**src/xmbr_pkg.sv**
```systemverilog
// ----------------------------------------------------------------------------
// XMODEM block receiver package
// Shared result codes, response bytes, the result record and the CRC-16 step.
// ----------------------------------------------------------------------------
package xmbr_pkg;

    // Result kinds
    localparam logic [1:0] KIND_DATA = 2'd0;
    localparam logic [1:0] KIND_ACK  = 2'd1;
    localparam logic [1:0] KIND_NAK  = 2'd2;
    localparam logic [1:0] KIND_EOT  = 2'd3;

    // Link control bytes
    localparam logic [7:0] CODE_SOH = 8'h01;
    localparam logic [7:0] CODE_EOT = 8'h04;
    localparam logic [7:0] CODE_ACK = 8'h06;
    localparam logic [7:0] CODE_NAK = 8'h15;

    // CRC-16, poly 0x1021, MSB first
    localparam logic [15:0] CRC_POLY = 16'h1021;
    localparam logic [15:0] CRC_TOP  = 16'h8000;

    localparam int unsigned OFFSET_W = 7;

    typedef struct packed {
        logic [1:0]          kind;
        logic [7:0]          value;
        logic [OFFSET_W-1:0] offset;
    } result_t;

    // One byte through the CRC: eight shift/xor steps
    function automatic logic [15:0] crc_update(input logic [15:0] crc, input logic [7:0] b);
        logic [15:0] c;
        c = crc ^ {b, 8'h00};
        for (int k = 0; k < 8; k++) begin
            if ((c & CRC_TOP) != 16'h0000) begin
                c = {c[14:0], 1'b0} ^ CRC_POLY;
            end
            else begin
                c = {c[14:0], 1'b0};
            end
        end
        return c;
    endfunction

endpackage

```
**src/xmodem_block_receiver.sv**
```systemverilog
// ----------------------------------------------------------------------------
// XMODEM block receiver
// Deframes XMODEM blocks from a byte stream, forwards data bytes with their
// offset and answers ACK, NAK or end of transfer per block.
// ----------------------------------------------------------------------------
//
//  Channel   Dir  Handshake           Payload
//  -------   ---  ------------------  ---------------------
//  input     in   in_valid/in_stall   rx_byte
//  output    out  out_valid/out_stall kind, value, offset
//  config    in   cfg_we              cfg_wdata (first block number)
//
//  Cycles: one byte per cycle while in_stall is low; each byte is decoded in the
//  cycle it is accepted and its result (if any) is registered in the output
//  register, or in the skid register while the output is stalled.
//  Reset: asynchronous, active low; parser goes to waiting for a block start
//  and the expected block number returns to 1.
//  Stalls: a skid register catches one result while the output is stalled;
//  in_stall rises only once the skid register is full.
//
module xmodem_block_receiver #(
    parameter int unsigned BLOCK_BYTES = 128
) (
    input  logic       clk,
    input  logic       rst_n,

    input  logic       cfg_we,
    input  logic [7:0] cfg_wdata,

    input  logic       in_valid,
    output logic       in_stall,
    input  logic [7:0] rx_byte,

    output logic       out_valid,
    input  logic       out_stall,
    output logic [1:0] kind,
    output logic [7:0] value,
    output logic [6:0] offset
);

    localparam int unsigned CNT_W = $clog2(BLOCK_BYTES);
    localparam logic [CNT_W-1:0] CNT_LAST = CNT_W'(BLOCK_BYTES - 1);

    // Parser phases
    localparam logic [2:0] PH_IDLE = 3'd0;
    localparam logic [2:0] PH_NUM  = 3'd1;
    localparam logic [2:0] PH_CMP  = 3'd2;
    localparam logic [2:0] PH_DATA = 3'd3;
    localparam logic [2:0] PH_CHK1 = 3'd4;
    localparam logic [2:0] PH_CHK2 = 3'd5;

    // Parser state
    logic [2:0]       phase_reg, phase_next;
    logic [7:0]       first_block_reg;
    logic [7:0]       expected_reg, expected_next;
    logic [7:0]       got_block_reg, got_block_next;
    logic             header_ok_reg, header_ok_next;
    logic [CNT_W-1:0] count_reg, count_next;
    logic [15:0]      crc_reg, crc_next;
    logic [7:0]       sum_reg, sum_next;
    logic [7:0]       first_check_reg, first_check_next;

    // Result path: main output register plus one skid entry
    logic                 out_valid_reg;
    xmbr_pkg::result_t    out_reg;
    logic                 skid_valid_reg;
    xmbr_pkg::result_t    skid_reg;

    logic                 accept;
    logic                 out_take;
    logic                 res_valid;
    xmbr_pkg::result_t    res;
    logic                 block_ok;

    assign in_stall  = skid_valid_reg;
    assign accept    = in_valid && !skid_valid_reg;
    assign out_take  = out_valid_reg && !out_stall;

    assign out_valid = out_valid_reg;
    assign kind      = out_reg.kind;
    assign value     = out_reg.value;
    assign offset    = out_reg.offset;

    // The header must be good, and the CRC must match both check bytes or the sum must match the first one
    assign block_ok = header_ok_reg &&
                      ((crc_reg == {first_check_reg, rx_byte}) ||
                       (first_check_reg == sum_reg));

    // Byte decode
    always_comb
    begin
        phase_next       = phase_reg;
        expected_next    = expected_reg;
        got_block_next   = got_block_reg;
        header_ok_next   = header_ok_reg;
        count_next       = count_reg;
        crc_next         = crc_reg;
        sum_next         = sum_reg;
        first_check_next = first_check_reg;
        res_valid        = 1'b0;
        res.kind         = xmbr_pkg::KIND_DATA;
        res.value        = rx_byte;
        res.offset       = '0;

        unique case (phase_reg)
            PH_IDLE:
            begin
                if (rx_byte == xmbr_pkg::CODE_SOH) begin
                    phase_next       = PH_NUM;
                    header_ok_next   = 1'b0;
                    count_next       = '0;
                    crc_next         = '0;
                    sum_next         = '0;
                    first_check_next = '0;
                end
                else if (rx_byte == xmbr_pkg::CODE_EOT) begin
                    // end of transfer; ready for a new one
                    expected_next = first_block_reg;
                    res_valid     = 1'b1;
                    res.kind      = xmbr_pkg::KIND_EOT;
                    res.value     = xmbr_pkg::CODE_ACK;
                end
            end
            PH_NUM:
            begin
                got_block_next = rx_byte;
                phase_next     = PH_CMP;
            end
            PH_CMP:
            begin
                header_ok_next = (got_block_reg == expected_reg) &&
                                 (rx_byte == ~got_block_reg);
                phase_next     = PH_DATA;
            end
            PH_DATA:
            begin
                crc_next   = xmbr_pkg::crc_update(crc_reg, rx_byte);
                sum_next   = sum_reg + rx_byte;
                res_valid  = 1'b1;
                res.offset = count_reg[xmbr_pkg::OFFSET_W-1:0];
                if (count_reg == CNT_LAST) begin
                    count_next = '0;
                    phase_next = PH_CHK1;
                end
                else begin
                    count_next = count_reg + 1'b1;
                end
            end
            PH_CHK1:
            begin
                first_check_next = rx_byte;
                phase_next       = PH_CHK2;
            end
            PH_CHK2:
            begin
                phase_next = PH_IDLE;
                res_valid  = 1'b1;
                if (block_ok) begin
                    expected_next = expected_reg + 8'd1;
                    res.kind      = xmbr_pkg::KIND_ACK;
                    res.value     = xmbr_pkg::CODE_ACK;
                end
                else begin
                    res.kind  = xmbr_pkg::KIND_NAK;
                    res.value = xmbr_pkg::CODE_NAK;
                end
            end
            default:
            begin
                phase_next = PH_IDLE;
            end
        endcase
    end

    // Parser registers; a config write also reloads the expected number
    always_ff @(posedge clk or negedge rst_n)
    begin
        if (!rst_n) begin
            phase_reg       <= PH_IDLE;
            first_block_reg <= 8'd1;
            expected_reg    <= 8'd1;
            got_block_reg   <= '0;
            header_ok_reg   <= 1'b0;
            count_reg       <= '0;
            crc_reg         <= '0;
            sum_reg         <= '0;
            first_check_reg <= '0;
        end
        else begin
            if (accept) begin
                phase_reg       <= phase_next;
                expected_reg    <= expected_next;
                got_block_reg   <= got_block_next;
                header_ok_reg   <= header_ok_next;
                count_reg       <= count_next;
                crc_reg         <= crc_next;
                sum_reg         <= sum_next;
                first_check_reg <= first_check_next;
            end
            if (cfg_we) begin
                first_block_reg <= cfg_wdata;
                expected_reg    <= cfg_wdata;
            end
        end
    end

    // Output and skid valid bits
    always_ff @(posedge clk or negedge rst_n)
    begin
        if (!rst_n) begin
            out_valid_reg  <= 1'b0;
            skid_valid_reg <= 1'b0;
        end
        else begin
            if (skid_valid_reg) begin
                if (out_take) begin
                    skid_valid_reg <= 1'b0;
                end
            end
            else if (accept && res_valid) begin
                if (out_valid_reg && !out_take) begin
                    skid_valid_reg <= 1'b1;
                end
                else begin
                    out_valid_reg <= 1'b1;
                end
            end
            else if (out_take) begin
                out_valid_reg <= 1'b0;
            end
        end
    end

    // Output and skid payload
    always_ff @(posedge clk)
    begin
        if (skid_valid_reg) begin
            if (out_take) begin
                out_reg <= skid_reg;
            end
        end
        else if (accept && res_valid) begin
            if (out_valid_reg && !out_take) begin
                skid_reg <= res;
            end
            else begin
                out_reg <= res;
            end
        end
    end

endmodule

```
**config.mk**
```make
export PLATFORM = sky130hd
export DESIGN_NAME = xmodem_block_receiver
export DESIGN_NICKNAME = d
export VERILOG_FILES = /design/src/xmbr_pkg.sv /design/src/xmodem_block_receiver.sv
export SDC_FILE = /design/constraint.sdc
export NUM_CORES = 1
export LEC_CHECK = 0
export BUFFER_PORTS_ARGS = -buffer_cell sky130_fd_sc_hd__buf_2
export CORE_MARGIN = 2
export CORE_UTILIZATION = 33
export CTS_CLUSTER_DIAMETER = 40
export DETAILED_ROUTE_END_ITERATION = 16
export PLACE_DENSITY = 0.55
export SKIP_CTS_REPAIR_TIMING = 1
export SLEW_MARGIN = 30
export SYNTH_ARGS = -nofsm -noshare
export SYNTH_HDL_FRONTEND = slang
export SYNTH_SLANG_ARGS = --single-unit
```
**constraint.sdc**
```tcl
create_clock -name clk -period 3.1 [get_ports clk]
set_clock_uncertainty 0.15 [all_clocks]
set_input_delay 0 -clock clk [delete_from_list [all_inputs] [get_ports clk]]
set_output_delay 0 -clock clk [all_outputs]
set_load 0.01 [all_outputs]
```
==> out/metrics.csv <==
metric,value,unit
outcome,finished with violations,
violations,negative hold slack,
yosysSeqAreaShare,51.4,%
synth_edf_count,34,
maxCapViolations,0,
cts_tree,done,
whs,-21.1,ps
via_count,3901,
grt_pass1_wl,20000,um
routed_wl,12200,um
final.fill_count,1585,
io_buffers,39,
async_flop_share,67.0,%
finalCoreUtilization,39.5,%
drive_above_1_share,18.0,%
required,3190,ps
gp_congestion,0.848,
die_area,0.0173,mm^2
rows,46,
nets,587,
antenna_left,0,
yosysWarnings,0,
cts.sinks,103,
slew_viol_final,0,
clock_latency,360,ps
layout_min_cycle_time,2760,ps
crit_arrival,2850,ps
cts_inserted_buffers,9,
grtUsageTotal,14.5,%
n_antenna_cell,0,
synth.distinct_cells,53,
fin_tns_setup,0,ps
grt_overflow_total,0,
routedWlPerCell,15.7,um
final_hold_viol_count,4,
tightestPinTransition,667,ps
io_pins,40,
largest_reg_flops,17,
remaining_drc_errors,0,
h-tree-depth,3,
yosysTopAreaCellShare,31.3,%
core,0.0159,mm^2
dr.pass1.iters,4,
finalCritPeriodShare,89.1,%
vdd_drop_max,0.000328,V
crit_path_end_kind,flip-flop,
drt_iter0_markers,199,
die_h,131,um
grt_pass1_vias,3831,
clk_pin_slew_worst_paths,80,ps
synth_seq_cells,103,
crit_fanout,19,
slew_headroom,55.4,%
synth_area_leader_cell,dfrtp_1,
grt_max_degree,33,
antenna_found_initial,0,
holdCritPathClass,in -> reg,
finalPower,0.00528,W
start_util,33.7,%
ys.flop_type,dfrtp_1,
grt_setup_unrepaired,no,
fmax,0.362,GHz
root_buffer,clkbuf_16,
cts_buffer_depth,2,
setup_viol,0,
start_kind,input pin,
area_growth,17.3,%
die_w,131,um
synth_nets,531,
p_leak,2.58,nW
synth_cells,500,
power_density,841,mW/mm^2
netlist_area,0.00535,mm^2
syn_avg_cell_area,10.7,um^2
synth_area_leaders,"dfrtp_1, edfxtp_1, xnor2_1, a22o_1, mux2_2",
crit_type,in -> reg,
viasPerCell,5.02,
dp_hpwl,8790,um
## metal layers
metal	part of all wire [%]	track usage (%)
met1	50	20.3
met2	46	22.6
met3	3.2	3.43
met4	0.62	3.68
met5	0	0
## critical path: stages
cell	delay, ps
dlygate4sd3_1	520
buf_2	190
or4_4	590
nor4b_4	320
nand2_1	100
a211o_1	560
buf_4	320
a22o_1	250
## stage by stage
step | std cells | hold slack (ps) | setup slack (ps) | instance area, um^2
after floorplan | 500 | -446 | 369 | 5350
after global placement | 741 | -96.0 | 594 | 5800
after detailed placement | 741 | -92.3 | 525 | 5800
after CTS | 757 | -480 | 550 | 6080
after global routing | 777 | 16.5 | 210 | 6280
final | 777 | -21.1 | 338 | 6280
## worst paths after layout
path / start / to / slack (ps) / cells past startpoint
max: rx_byte[3] / crc_reg[13] / 340 / 8
max in group asynchronous: rst_n / expected_reg[0] / 1950 / 3
min: cfg_we / first_block_reg[1] / -20 / 2
min reg2reg: first_block_reg[0] / first_block_reg[0] / 330 / 2
max reg2reg: sum_reg[1] / sum_reg[7] / 600 / 7
min in group asynchronous: rst_n / got_block_reg[0] / 60 / 2
## report_power, final
group	internal (W)	switching, W	leakage [nW]
clock network	0.000570	0.000509	0.143
registers	0.00183	0.000398	1.19
logic	0.000977	0.000997	1.25
total	0.00338	0.00190	2.58
## cell usage after synthesis, drive strengths merged (2+ instances only)
master and instances:
dfstp 2, dfrtp 67, nor4b 2, nor2 38
nand4 7, a22o 27, edfxtp 34, and3 6
xnor2 43, buf 7, nor3 2, a21oi 26
o211ai 2, mux2 21, or2 5, ha 9
nor2b 7, nor4 4, a21o 3, nand3b 9
o31ai 5, xor2 15, o311ai 7, and2 13
nand2b 6, nand3 5, nand2 47, o21ai 33
clkbuf 22, o41ai 2, inv 10
## cell usage in the layout, fill, tap and decap left out, drive strengths merged, types with 7 or more instances in the layout
cell type,count
nor2b,7
ha,9
inv,11
dlygate4sd3,20
a21oi,26
nor2,38
dfrtp,67
a22o,27
nand2,47
xor2,15
clkbuf,11
mux2,21
o311ai,7
nand3b,9
edfxtp,34
buf,54
nand4,7
xnor2,43
and2,13
o21ai,33
## final cells by class
cell class / count / area [um^2] / area share [%]
tap: 216 / 270 / 4.30
sequential: 103 / 2750 / 43.8
inverter: 10 / 37.5 / 0.598
clock buffer: 11 / 244 / 3.89
timing repair buffer: 74 / 508 / 8.09
clock inverter: 5 / 32.5 / 0.518
multi-input combinational: 358 / 2440 / 38.8
## cells by family (layout without fill, tap and decap cells)
kind of cell | Yosys count | in the layout | synth area share (%)
DFF | 103 | 103 | 51.4
and+or+nand+nor | 155 | 155 | 14.8
buffers and inverters | 39 | 100 | 3.09
adders and majority gates | 10 | 10 | 2.48
AOI/OAI and AO/OA | 113 | 113 | 14.2
xor gates and xnor gates | 58 | 58 | 9.49
muxes | 22 | 22 | 4.61
(Power assumes the default switching activity.)
